## config.mk

```make
export PLATFORM = sky130hd
export DESIGN_NAME = sob_queue
export DESIGN_NICKNAME = d
export VERILOG_FILES = /design/src/rtl/assert_macros.svh /design/src/rtl/sob_pkg.sv /design/src/rtl/sob_queue.sv
export SDC_FILE = /design/constraint.sdc
export NUM_CORES = 1
export LEC_CHECK = 0
export BUFFER_PORTS_ARGS = -buffer_cell sky130_fd_sc_hd__buf_2
export CORE_ASPECT_RATIO = 1.5
export CORE_MARGIN = 4
export CORE_UTILIZATION = 30
export CTS_BUF_LIST = sky130_fd_sc_hd__clkbuf_8 sky130_fd_sc_hd__clkbuf_16
export DETAILED_ROUTE_END_ITERATION = 8
export MAX_ROUTING_LAYER = met4
export SLEW_MARGIN = 20
export SYNTH_ARGS = -nofsm -noshare
export SYNTH_HDL_FRONTEND = slang
export SYNTH_SLANG_ARGS = --single-unit
```

## constraint.sdc

```tcl
create_clock -name clk -period 2.8 [get_ports clk]
set_input_delay 0.14 -clock clk [delete_from_list [all_inputs] [get_ports clk]]
set_output_delay 0.14 -clock clk [all_outputs]
set_load 0.02 [all_outputs]
```

## src/rtl/assert_macros.svh

```systemverilog
// ----------------------------------------------------------------------------
// Assertion macros
// Clocked assertion wrappers used by the RTL; empty under synthesis.
// ----------------------------------------------------------------------------
`ifndef ASSERT_MACROS_SVH
`define ASSERT_MACROS_SVH
`ifndef SYNTHESIS
// same-cycle implication, disabled during reset
`define SOB_ASSERT_IMPL(label, ante, cons, msg) \
  label: assert property (@(posedge clk) disable iff (!rst_n) (ante) |-> (cons)) \
    else $error(msg);
// next-cycle implication, disabled during reset
`define SOB_ASSERT_NEXT(label, ante, cons, msg) \
  label: assert property (@(posedge clk) disable iff (!rst_n) (ante) |=> (cons)) \
    else $error(msg);
`else
`define SOB_ASSERT_IMPL(label, ante, cons, msg)
`define SOB_ASSERT_NEXT(label, ante, cons, msg)
`endif
`endif

```

## src/rtl/sob_pkg.sv

```systemverilog
// ----------------------------------------------------------------------------
// sob_pkg
// Shared constants and types of the skyline outline builder.
// ----------------------------------------------------------------------------
package sob_pkg;

  localparam int X_SPAN_DEF      = 1024;
  localparam int HEIGHT_BITS_DEF = 16;

  localparam int LEFT_W      = 10;
  localparam int COORD_W     = 11;
  localparam int IN_HEIGHT_W = 16;

  // command queue between front and back, power of two
  localparam int QUEUE_DEPTH = 2;

  typedef enum logic {
    OP_ADD   = 1'b0,
    OP_FETCH = 1'b1
  } op_t;

  // classified command: right already saturated, empty adds never queued
  typedef struct packed {
    op_t                    op;
    logic [COORD_W-1:0]     left;
    logic [COORD_W-1:0]     right;
    logic [IN_HEIGHT_W-1:0] height;
  } item_t;

  typedef struct packed {
    logic pop;
    logic init_busy;
  } back_stat_t;

endpackage

```

## src/rtl/sob_queue.sv

```systemverilog
// ----------------------------------------------------------------------------
// sob_queue
// Short FIFO of classified commands between front and back.
// ----------------------------------------------------------------------------
module sob_queue (
  input  logic           clk,
  input  logic           rst_n,
  input  logic           push,
  input  sob_pkg::item_t push_item,
  input  logic           pop,
  output sob_pkg::item_t head_item,
  output logic           full,
  output logic           empty
);

  localparam int DEPTH = sob_pkg::QUEUE_DEPTH;
  localparam int PW    = (DEPTH > 1) ? $clog2(DEPTH) : 1;
  localparam int NW    = $clog2(DEPTH + 1);

  sob_pkg::item_t entry_r [DEPTH];
  logic [PW-1:0]  wr_ptr_r, wr_ptr_nxt;
  logic [PW-1:0]  rd_ptr_r, rd_ptr_nxt;
  logic [NW-1:0]  count_r, count_nxt;

  assign full      = (count_r == NW'(DEPTH));
  assign empty     = (count_r == '0);
  assign head_item = entry_r[rd_ptr_r];

  always_comb begin
    wr_ptr_nxt = wr_ptr_r;
    rd_ptr_nxt = rd_ptr_r;
    count_nxt  = count_r;
    if (push) begin
      wr_ptr_nxt = wr_ptr_r + 1'b1;
    end
    if (pop) begin
      rd_ptr_nxt = rd_ptr_r + 1'b1;
    end
    if (push && !pop) begin
      count_nxt = count_r + 1'b1;
    end else if (pop && !push) begin
      count_nxt = count_r - 1'b1;
    end
  end

  always_ff @(posedge clk) begin
    if (!rst_n) begin
      wr_ptr_r <= '0;
      rd_ptr_r <= '0;
      count_r  <= '0;
    end else begin
      wr_ptr_r <= wr_ptr_nxt;
      rd_ptr_r <= rd_ptr_nxt;
      count_r  <= count_nxt;
    end
  end

  always_ff @(posedge clk) begin
    if (push) begin
      entry_r[wr_ptr_r] <= push_item;
    end
  end

endmodule

```

==> impl_metrics.json <==
{
  "fp.dieW_um": 90.0,
  "arrival_ps": 1880,
  "pwr-share-seq_pct": 50.9,
  "crit_required_ps": 2660,
  "cap_violations": 0,
  "stdcell_count": 381,
  "htree_levels": 3,
  "synth_most_common_cell": "edfxtp_1",
  "rsz0062_at_grt": "false",
  "yosys_warnings": 0,
  "grt_overflow_total": 0,
  "vias_per_cell": 4.33,
  "synthTopCellsByCount": "edfxtp_1 (78), mux2_2 (39), dfxtp_1 (5)",
  "worstPathCellList": "buf_4 -> mux2_2 -> buf_2",
  "row_count": 44,
  "clk_path_buf_depth": 2,
  "syn_area_um2": 3030,
  "async_reset_ff_share_pct": 0,
  "cts_made_buffers": 9,
  "cp_slowest_cell": "dfxtp_2",
  "wirelength_um": 5280,
  "r2r-start": "wr_ptr_r",
  "fp.coreArea_um2": 9800,
  "power_frac_comb_pct": 11.9,
  "path_buf_inv": 2,
  "cts_setup_buffers": 0,
  "track_usage_pct": 9.86,
  "drc_errors": 0,
  "fin_setup_tns_ps": 0,
  "setup_viol": 0,
  "grt_pass1_vias": 1772,
  "p_sw_uw": 615,
  "numClockSinks": 83,
  "drtAntennaViolNets": 0,
  "vias": 1650,
  "cts_tree": "built",
  "final_layout_size_suffix_gt1_share_pct": 52.6,
  "cp-end-kind": "output port",
  "cts_resized": 0,
  "start_kind": "flip-flop",
  "dp_hpwl_um": 3440,
  "initial_core_util_pct": 30.9,
  "synth_cell_types": 18,
  "p_leak_uw": 0.00157,
  "slew_violations": 0,
  "critPathTopFamily": "flip-flops",
  "clkPwrFrac_pct": 37.2,
  "critPathKind": "flip-flop to output port",
  "synth_top_area_cell": "edfxtp_1",
  "grt_max_degree": 40,
  "antenna_found_initial": 0,
  "gp_congestion": 0.659,
  "drt-initial-drc-count": 47,
  "syn_area_per_cell_um2": 21.2,
  "clock_latency_ps": 320,
  "power_switching_share_pct": 21.4,
  "yosysSeqAreaShare_pct": 80.6,
  "hold_start": "push_item[3]",
  "max_freq_ghz": 0.494,
  "slew_headroom_pct": 34.8,
  "status": "completed",
  "synth_area_leaders": "edfxtp_1 (77%), mux2_2 (14%), dfxtp_1 (3.3%)",
  "synth_top_area_share_pct": 77.3,
  "antenna_cells": 0,
  "clk_pin_slew_ps": 50,
  "finClkSkew_ps": 4.12,
  "post-route-period-util_pct": 72.3,
  "min_period_ps": 2020,
  "dp.cells": 340,
  "wl_per_cell_um": 13.8,
  "power_density_nw_per_um2": 697,
  "worstPathMaxFanout": 28,
  "die_height_um": 131,
  "cts_root_buffer": "clkbuf_16",
  "grt_pass1_wl_um": 8560,
  "io_buffers": 83,
  "synth_ff_type": "edfxtp_1",
  "synth-seq-cells": 83,
  "syn2layout_area_growth_pct": 36.5,
  "critPathMaxStageDelay_ps": 780,
  "hold_viol_final": 0,
  "die_area_um2": 11800,
  "p_int_uw": 2270,
  "nets": 307,
  "drt-pass1-iter-count": 4,
  "synth_edf_count": 78,
  "hp-class": "input port to flip-flop",
  "ir_drop_mv": 0.354,
  "postSynthCellCount": 143,
  "synth.net_count": 187,
  "worst_slew_pin_slew_ps": 978,
  "num_io_pins": 84
}
==> path summary, 6_finish.rpt <==
path,end,slack (ps),cells past startpoint
setup / recovery,head_item[22],780,3
hold / removal,entry_r[0][3],20,1
setup reg to reg,entry_r[1][36],1220,1
hold reg to reg,count_r[1],510,2
==> final cells by class <==
type                            instances  area (um^2)
Clock buffer                            9          225
Clock inverter                          5         46.3
Fill cell                             918         5670
Inverter                                1         3.75
Multi-Input combinational cell         55          563
Sequential cell                        83         2440
Tap cell                              115          144
Timing Repair Buffer                  113          708
==> cells in the final DEF, fill, tap and decap left out, types with 2 or more instances in the layout <==
| master | instances |
|---|---|
| buf_4 | 3 |
| clkbuf_16 | 9 |
| and2_1 | 3 |
| clkinv_1 | 3 |
| mux2_2 | 39 |
| xor2_1 | 2 |
| dfxtp_1 | 4 |
| edfxtp_1 | 78 |
| buf_2 | 83 |
| dlygate4sd3_1 | 27 |
==> logic make-up after synthesis <==
| group | Yosys count | share of synthesized area (%) |
|---|---|---|
| mux | 39 | 14.5 |
| flops | 83 | 80.6 |
| simple gates | 9 | 1.86 |
| fa+ha+maj | 1 | 0.413 |
| compound gates | 3 | 0.661 |
| xor+xnor | 3 | 0.868 |
| buf+inv | 5 | 1.07 |
==> registers in the layout, indices dropped and copies added, names as in the netlist, named ones only <==
name	count
entry_r	78
count_r	2
wr_ptr_r	1
rd_ptr_r	1
==> layer usage <==
layer  share of wire, %  vias to the layer above  global-route usage, %
met5                  0                        -                      -
met4                1.5                        0                   4.60
met3                5.3                        7                   3.48
met2                 54                       49                   16.9
met1                 39                      802                   10.3
li1                   -                      792                      -
==> power groups by stage <==
| stage | Sequential [uW] | Combinational, uW | Clock, uW |
|---|---|---|---|
| floorplan | 1470 | 218 | 0 |
| global placement | 1490 | 319 | 0 |
| detailed placement | 1490 | 323 | 0 |
| CTS | 1470 | 353 | 1110 |
| global route | 1470 | 376 | 1160 |
| finish | 1470 | 344 | 1070 |
==> through the flow <==
step           utilization (%)  total power, uW  instance area, um^2  setup WS [ps]  hold WS, ps
2_1_floorplan                -             1690                 3030            277          239
3_3_place_gp              36.7             1810                 3590           1070          327
3_5_place_dp              36.7             1820                 3590           1040          331
4_1_cts                   42.2             2930                 4130            694         1.39
5_1_grt                   42.2             3010                 4130            635        0.105
6_report                  42.2             2880                 4130            776         15.7
==> repair_timing <==
| item | 4_1_cts | 5_1_grt |
|---|---|---|
| hold buffers | 27 | 0 |
| endpoints found under the setup margin | 0 | 0 |
| endpoints found under the hold margin | 54 | 0 |
(Power assumes the default switching activity.)
