$ cat src/rtl/assert_macros.svh
// ----------------------------------------------------------------------------
// Assertion macros
// Clocked assertion wrappers used by the RTL; empty under synthesis.
// ----------------------------------------------------------------------------
`ifndef ASSERT_MACROS_SVH
`define ASSERT_MACROS_SVH
`ifndef SYNTHESIS
// same-cycle implication, disabled during reset
`define SOB_ASSERT_IMPL(label, ante, cons, msg) \
  label: assert property (@(posedge clk) disable iff (!rst_n) (ante) |-> (cons)) \
    else $error(msg);
// next-cycle implication, disabled during reset
`define SOB_ASSERT_NEXT(label, ante, cons, msg) \
  label: assert property (@(posedge clk) disable iff (!rst_n) (ante) |=> (cons)) \
    else $error(msg);
`else
`define SOB_ASSERT_IMPL(label, ante, cons, msg)
`define SOB_ASSERT_NEXT(label, ante, cons, msg)
`endif
`endif

$ cat src/rtl/sob_pkg.sv
// ----------------------------------------------------------------------------
// sob_pkg
// Shared constants and types of the skyline outline builder.
// ----------------------------------------------------------------------------
package sob_pkg;

  localparam int X_SPAN_DEF      = 1024;
  localparam int HEIGHT_BITS_DEF = 16;

  localparam int LEFT_W      = 10;
  localparam int COORD_W     = 11;
  localparam int IN_HEIGHT_W = 16;

  // command queue between front and back, power of two
  localparam int QUEUE_DEPTH = 2;

  typedef enum logic {
    OP_ADD   = 1'b0,
    OP_FETCH = 1'b1
  } op_t;

  // classified command: right already saturated, empty adds never queued
  typedef struct packed {
    op_t                    op;
    logic [COORD_W-1:0]     left;
    logic [COORD_W-1:0]     right;
    logic [IN_HEIGHT_W-1:0] height;
  } item_t;

  typedef struct packed {
    logic pop;
    logic init_busy;
  } back_stat_t;

endpackage

$ cat src/rtl/sob_front.sv
// ----------------------------------------------------------------------------
// sob_front
// Command intake: handshake, right edge saturation, empty add filtering.
// ----------------------------------------------------------------------------
module sob_front #(
  parameter int X_SPAN = sob_pkg::X_SPAN_DEF
) (
  input  logic                           start,
  output logic                           busy,
  input  logic                           in_command,
  input  logic [sob_pkg::LEFT_W-1:0]      in_left_edge,
  input  logic [sob_pkg::COORD_W-1:0]     in_right_edge,
  input  logic [sob_pkg::IN_HEIGHT_W-1:0] in_building_height,
  input  logic                           q_full,
  input  sob_pkg::back_stat_t            stat,
  output logic                           push,
  output sob_pkg::item_t                 item
);

  localparam int CW      = sob_pkg::COORD_W;
  localparam int CAP_INT = (X_SPAN < (1 << CW)) ? X_SPAN : (1 << CW) - 1;
  localparam logic [CW-1:0] RIGHT_CAP = CW'(CAP_INT);

  logic          accept;
  logic          empty_bld;
  logic [CW-1:0] right_sat;
  logic [CW-1:0] left_ext;

  assign busy   = q_full || stat.init_busy;
  assign accept = start && !busy;

  assign right_sat = (in_right_edge > RIGHT_CAP) ? RIGHT_CAP : in_right_edge;
  assign left_ext  = {1'b0, in_left_edge};
  assign empty_bld = (left_ext >= right_sat);

  assign item.op     = sob_pkg::op_t'(in_command);
  assign item.left   = left_ext;
  assign item.right  = right_sat;
  assign item.height = in_building_height;

  // an add that covers no column is dropped here
  assign push = accept && ((item.op == sob_pkg::OP_FETCH) || !empty_bld);

endmodule

$ cat config.mk
export PLATFORM = sky130hd
export DESIGN_NAME = sob_front
export DESIGN_NICKNAME = d
export VERILOG_FILES = /design/src/rtl/assert_macros.svh /design/src/rtl/sob_pkg.sv /design/src/rtl/sob_front.sv
export SDC_FILE = /design/constraint.sdc
export NUM_CORES = 1
export LEC_CHECK = 0
export ABC_AREA = 1
export CORE_MARGIN = 2
export CORE_UTILIZATION = 37
export DETAILED_ROUTE_END_ITERATION = 10
export DONT_BUFFER_PORTS = 1
export PLACE_DENSITY = 0.53
export SYNTH_ARGS = -nofsm -noshare
export SYNTH_HDL_FRONTEND = slang
export SYNTH_SLANG_ARGS = --single-unit
$ cat constraint.sdc
create_clock -name vclk -period 3.94
set_input_delay 0.197 -clock vclk [all_inputs]
set_output_delay 0.197 -clock vclk [all_outputs]
set_load 0.01 [all_outputs]
==> run metrics, run 1 <==
status finished, final reports clean; largest net degree at the start of global routing 11; Layout clock buffers 0; biggest area consumer among synthesized cells buf_4; Initial DRT Pass Iterations 4; gr usage total around 11%; Power Dens Cells just over 90 nW/um2; ANT cells 0; sequential fraction of the synthesis area 0%; Worst Hold Path EP item[10]; Clk pwr share 0%; Die H 47.13 um; Worst Setup Start Kind primary input; # hold bufs at CTS 0; post-route ant nets 0; initial antenna violation count 0; f_max approximately 500 MHz; Crit. End Element output port; hold path cells 0; area of all placed cells without fillers between 500 and 600 um2; Final Cycle Share approximately 51%; Cell Area, Synth roughly 690 um2; Flop pwr share 0%; filler cell count around 220; critical path required time roughly 3.7 ns; crit path max fanout 10; share of layout cells above drive strength 1 8.989%; most numerous cell in the Yosys netlist buf_4; FF+latch count 0; Synth warnings 0; max cap viols 0; maximum vdd drop between 0.03 and 0.04 mV; final setup vio count 0; post-cts resize count 0; first-pass GRT wire length about 1.9 mm; synth-to-layout area growth -26.55%; Synth cell types 18; Net Sw Frac between 60% and 70%; WL per Instance approximately 10 um; pins over their slew limit 0; Fin. Hold Viols 0; CP Class primary input to output port; min cycle time layout between 2 and 2.5 ns; Synth top cells by count buf_4 (28), nand2_1 (25), inv_1 (21), nor2_1 (17), ha_1 (10); footprint of the multi-input gates 381.6 um2; Post-Place Cell Area approximately 510 um2; Final GP Congestion 0.7573; final net count around 140; Internal roughly 0.017 mW; Hold Path Class primary input to output port; drt first-iter violations 4; vias per cell about 4.5; Die Area between 2000 and 2500 um2; Switch Pwr around 0.030 mW; Residual DRC 0; sum of negative setup slack 0 ns; leak pwr roughly 0.33 nW; io pins 83; Syn Nets 170; setup repair bufs after CTS 0; core box area around 1700 um2; final WL between 1 and 1.5 mm; Initial Util 39.43%; routed vias a little over 500; Hold Crit Start in_building_height[10]; row count 15; combinational share of power 100.0%; Mean Syn Cell Area 5.832 um2; RSZ-0062 raised after global routing false; GR Overflow Total 0; port bufs 0; vias in the first global route 475; Post-DP HPWL 1.091 mm; die width around 47 um; Syn Inst Count ~120; Yosys top cell area share 30.55%; area occupied by registers 0 um2; arrival time worst endpoint between 1.5 and 2 ns; top cells by area, synth buf_4 (31%), ha_1 (18%), nand2_1 (14%)
## critical path: stages
cell and delay, ns:
inv_1 0.05, nand4_1 0.11, nor3_2 0.19, a21oi_4 0.14
inv_4 0.11, nand2_1 0.06, ha_1 0.28, a21oi_1 0.17
nand2_1 0.07, nand2_1 0.05, nand2_1 0.05, nor2_1 0.10
nor2_1 0.04, nor2_1 0.17
## metrics by stage
step           cells  power (mW)  hold slack, ns  util [%]  worst slack [ns]
6_report         114     0.04727          0.3940     28.96             1.933
5_1_grt          114     0.05578          0.3940     28.96             1.692
4_1_cts          114     0.04870          0.3941     28.96             1.874
2_1_floorplan    118     0.06983          0.4487         -             2.097
3_3_place_gp     114     0.04748          0.3941     28.96             1.879
3_5_place_dp     114     0.04838          0.3941     28.96             1.874
## how the worst max path moves through the flow
stage / startpoint / endpoint / slack, ns / cells past startpoint
global route: in_right_edge[7] / push / 1.69 / 14
CTS: in_right_edge[7] / push / 1.87 / 14
finish: in_right_edge[7] / push / 1.93 / 14
global placement: in_right_edge[7] / push / 1.88 / 14
floorplan: in_right_edge[7] / push / 2.10 / 16
detailed placement: in_right_edge[7] / push / 1.87 / 14
## area by class of cell
cell class / instances / area share (%)
Multi-Input combinational cell: 65 / 75.50
Inverter: 24 / 18.32
Tap cell: 25 / 6.188
## power by group through the flow
stage,clock (mW),combinational (mW),sequential [mW]
after floorplan,0,0.0698,0
after global placement,0,0.0475,0
after detailed placement,0,0.0484,0
after CTS,0,0.0487,0
after global routing,0,0.0558,0
final,0,0.0473,0
## layer usage
layer	global-route usage, %	vias to the layer above	routed length [um]
met1	12.05	207	450
met5	0	-	0
met3	3.077	8	152
met4	5.556	0	19
met2	19.45	29	565
li1	-	268	-
## cells in the final DEF, fill, tap and decap left out, drive strengths merged
master and instances:
nor3 1, nand2 26, ha 10, nand4 4, o21ai 1, conb 1, nand3 1, nor2 17
a21boi 1, a21oi 3, inv 24
## logic make-up (layout without fill, tap and decap cells)
kind of cell	Yosys count	count (layout)	share of synthesized area, %
other	1	1	0.5449
AND/OR/NAND/NOR	49	49	30.55
AO/OA/AOI/OAI	5	5	6.182
buffers and inverters	53	24	44.55
adder cells (fa/ha/maj)	10	10	18.18
Power figures use the tool's default switching activity.
==> run 2, diff against run 1 <==
--- a/config.mk
+++ b/config.mk
@@ -5,7 +5,7 @@
 export SDC_FILE = /design/constraint.sdc
 export NUM_CORES = 1
 export LEC_CHECK = 0
-export ABC_AREA = 1
+export ABC_AREA = 0
 export CORE_MARGIN = 2
 export CORE_UTILIZATION = 37
 export DETAILED_ROUTE_END_ITERATION = 10
==> constraint.sdc (replaced) <==
create_clock -name vclk -period 2
set_input_delay 0.1 -clock vclk [all_inputs]
set_output_delay 0.1 -clock vclk [all_outputs]
set_load 0.01 [all_outputs]
==> run 2 against run 1 <==
  * Non-clock buffer count unchanged
  * Final area fell by 32%
  * Sequential cell count unchanged
  * First-iteration DRC count is 100% lower
  * Critical path type unchanged
==> run metrics, run 2 <==
area occupied by registers 0 um2 (unchanged); commonest non-fill, non-tap cells in the layout inv_1 (11), nand2b_1 (10), ha_1 (10); GR Overflow Total 0 (unchanged); DP Worst Slack 0.5581 ns (-1.316 ns); Die H 42.36 um (-10%); crit path max fanout 2 (-8); GR peak layer met2; ANT cells 0 (unchanged); Clk pwr share 0% (unchanged); Final Cycle Share 70.69%; Initial DRT Pass Iterations 1 (-3); vias per cell 5.270 (+17%); met2 usage 12.92% (-6.5 points); post-route ant nets 0 (unchanged); first-pass GRT wire length 1.110 mm (-41%); Net Sw Frac 55.52% (-8.6 points); met1 Use GR 8.608% (-3.4 points); Synth top cells by count buf_4 (28), inv_1 (11), ha_1 (10), nand2b_1 (10), a21oi_1 (4); Die Area 1794 um2 (-19%); Yosys top cell area share 38.62% (+8.1 points); status finished, final reports clean; Internal 0.02753 mW (+62%); Worst Hold Path EP item[14]; gr usage total 7.268% (-3.8 points); die width 42.36 um (-10%); Final GP Congestion 0.6760 (-11%); total chip power 0.06189 mW (+31%); Flop pwr share 0% (unchanged); leak pwr 0.2121 nW (-35%); port bufs 0 (unchanged); share of layout cells above drive strength 1 0% (-9.0 points); drt first-iter violations 0 (-4); final setup vio count 0 (unchanged); post-cts resize count 0 (unchanged); Cell Area, Synth 544.3 um2 (-21%); final net count 102 (-29%); pins over their slew limit 0 (unchanged); routed vias 332 (-35%); Syn Inst Count 78 (-34%); # hold bufs at CTS 0 (unchanged); row count 13 (-2); area of all placed cells without fillers 344.1 um2 (-32%); Mean Syn Cell Area 6.978 um2 (+20%); Layout clock buffers 0 (unchanged); sequential fraction of the synthesis area 0% (unchanged); Hold Crit Start in_building_height[14]; RSZ-0062 raised after global routing false; top cells by area, synth buf_4 (39%), ha_1 (23%), nand2b_1 (11%); final WL 805 um (-32%); Initial Util 40.81% (+1.4 points); hold path cells 0 (unchanged); core box area 1334 um2 (-24%); Worst Setup Start Kind primary input; Crit. End Element output port; io pins 83 (unchanged); Switch Pwr 0.03436 mW (+13%); Syn Nets 130 (-24%); Synth cell types 19 (+1); FF+latch count 0 (unchanged); max cap viols 0 (unchanged); combinational share of power 100.0% (about the same); initial antenna violation count 0 (unchanged); WL per Instance 12.78 um (+23%); Hold Path Class primary input to output port; Power Dens Cells 179.9 nW/um2 (+92%); filler cell count 160 (-26%); f_max roughly 710 MHz; critical path required time 1.90 ns (-1.84 ns); CP Class primary input to output port; Post-DP HPWL 720.9 um (-34%); setup repair bufs after CTS 0 (unchanged); synth-to-layout area growth -36.78%; biggest area consumer among synthesized cells buf_4; Fin. Hold Viols 0 (unchanged); sum of negative setup slack 0 ns (unchanged); commonest non-fill, non-tap cell in the layout inv_1; Synth warnings 0 (unchanged); vias in the first global route 257 (-46%); most numerous cell in the Yosys netlist buf_4; Post-Place Cell Area 344.1 um2 (-32%); Util after Layout 25.80% (-3.2 points); maximum vdd drop 0.04265 mV (+25%); met3 global-route usage 1.293% (-1.8 points); Residual DRC 0 (unchanged); PnR worst setup slack 0.5863 ns (-1.347 ns); largest net degree at the start of global routing 14 (+3); arrival time worst endpoint 1.31 ns (-0.50 ns); min cycle time layout between 1 and 1.5 ns
run 2: layout make-up:
type / count / area, um2 / share of cell area, %
Tap cell: 15 / 18.77 / 5.455
Inverter: 11 / 41.29 / 12.00
Multi-Input combinational cell: 37 / 284.0 / 82.55
run 2: stage by stage:
stage,hold WS [ns],std cells
floorplan,0.2918,78
global placement,0.2001,63
detailed placement,0.2001,63
CTS,0.2001,63
global route,0.2000,63
finish,0.2000,63
run 2: power groups by stage:
stage          sequential [mW]  combinational, mW  clock, mW
6_report                     0             0.0619          0
4_1_cts                      0             0.0636          0
3_5_place_dp                 0             0.0633          0
2_1_floorplan                0              0.114          0
3_3_place_gp                 0             0.0624          0
5_1_grt                      0             0.0722          0
run 2: kinds of logic after synthesis:
kind of cell	share of synthesized area, %
AOI/OAI and AO/OA	11.49
adders and majority gates	22.99
buffers and inverters	47.81
other	0.6890
and+or+nand+nor	17.01
run 2: layer usage:
| layer | vias up | wire [um] |
|---|---|---|
| li1 | 162 | - |
| met1 | 134 | 280 |
| met2 | 32 | 403 |
| met3 | 4 | 112 |
| met4 | 0 | 9 |
| met5 | - | 0 |
run 2: how the worst max path moves through the flow:
stage / start / endpoint / cells past startpoint
6_report: in_right_edge[0] / push / 6
3_5_place_dp: in_right_edge[0] / push / 6
2_1_floorplan: in_right_edge[10] / push / 7
4_1_cts: in_right_edge[0] / push / 6
3_3_place_gp: in_right_edge[0] / push / 6
5_1_grt: in_right_edge[0] / push / 6
run 2: critical path, stage by stage:
cell and delay [ns]:
nor2b_1 0.26, ha_1 0.28, nand2b_1 0.13, a31oi_1 0.17
o21ai_1 0.10, a21oi_1 0.27
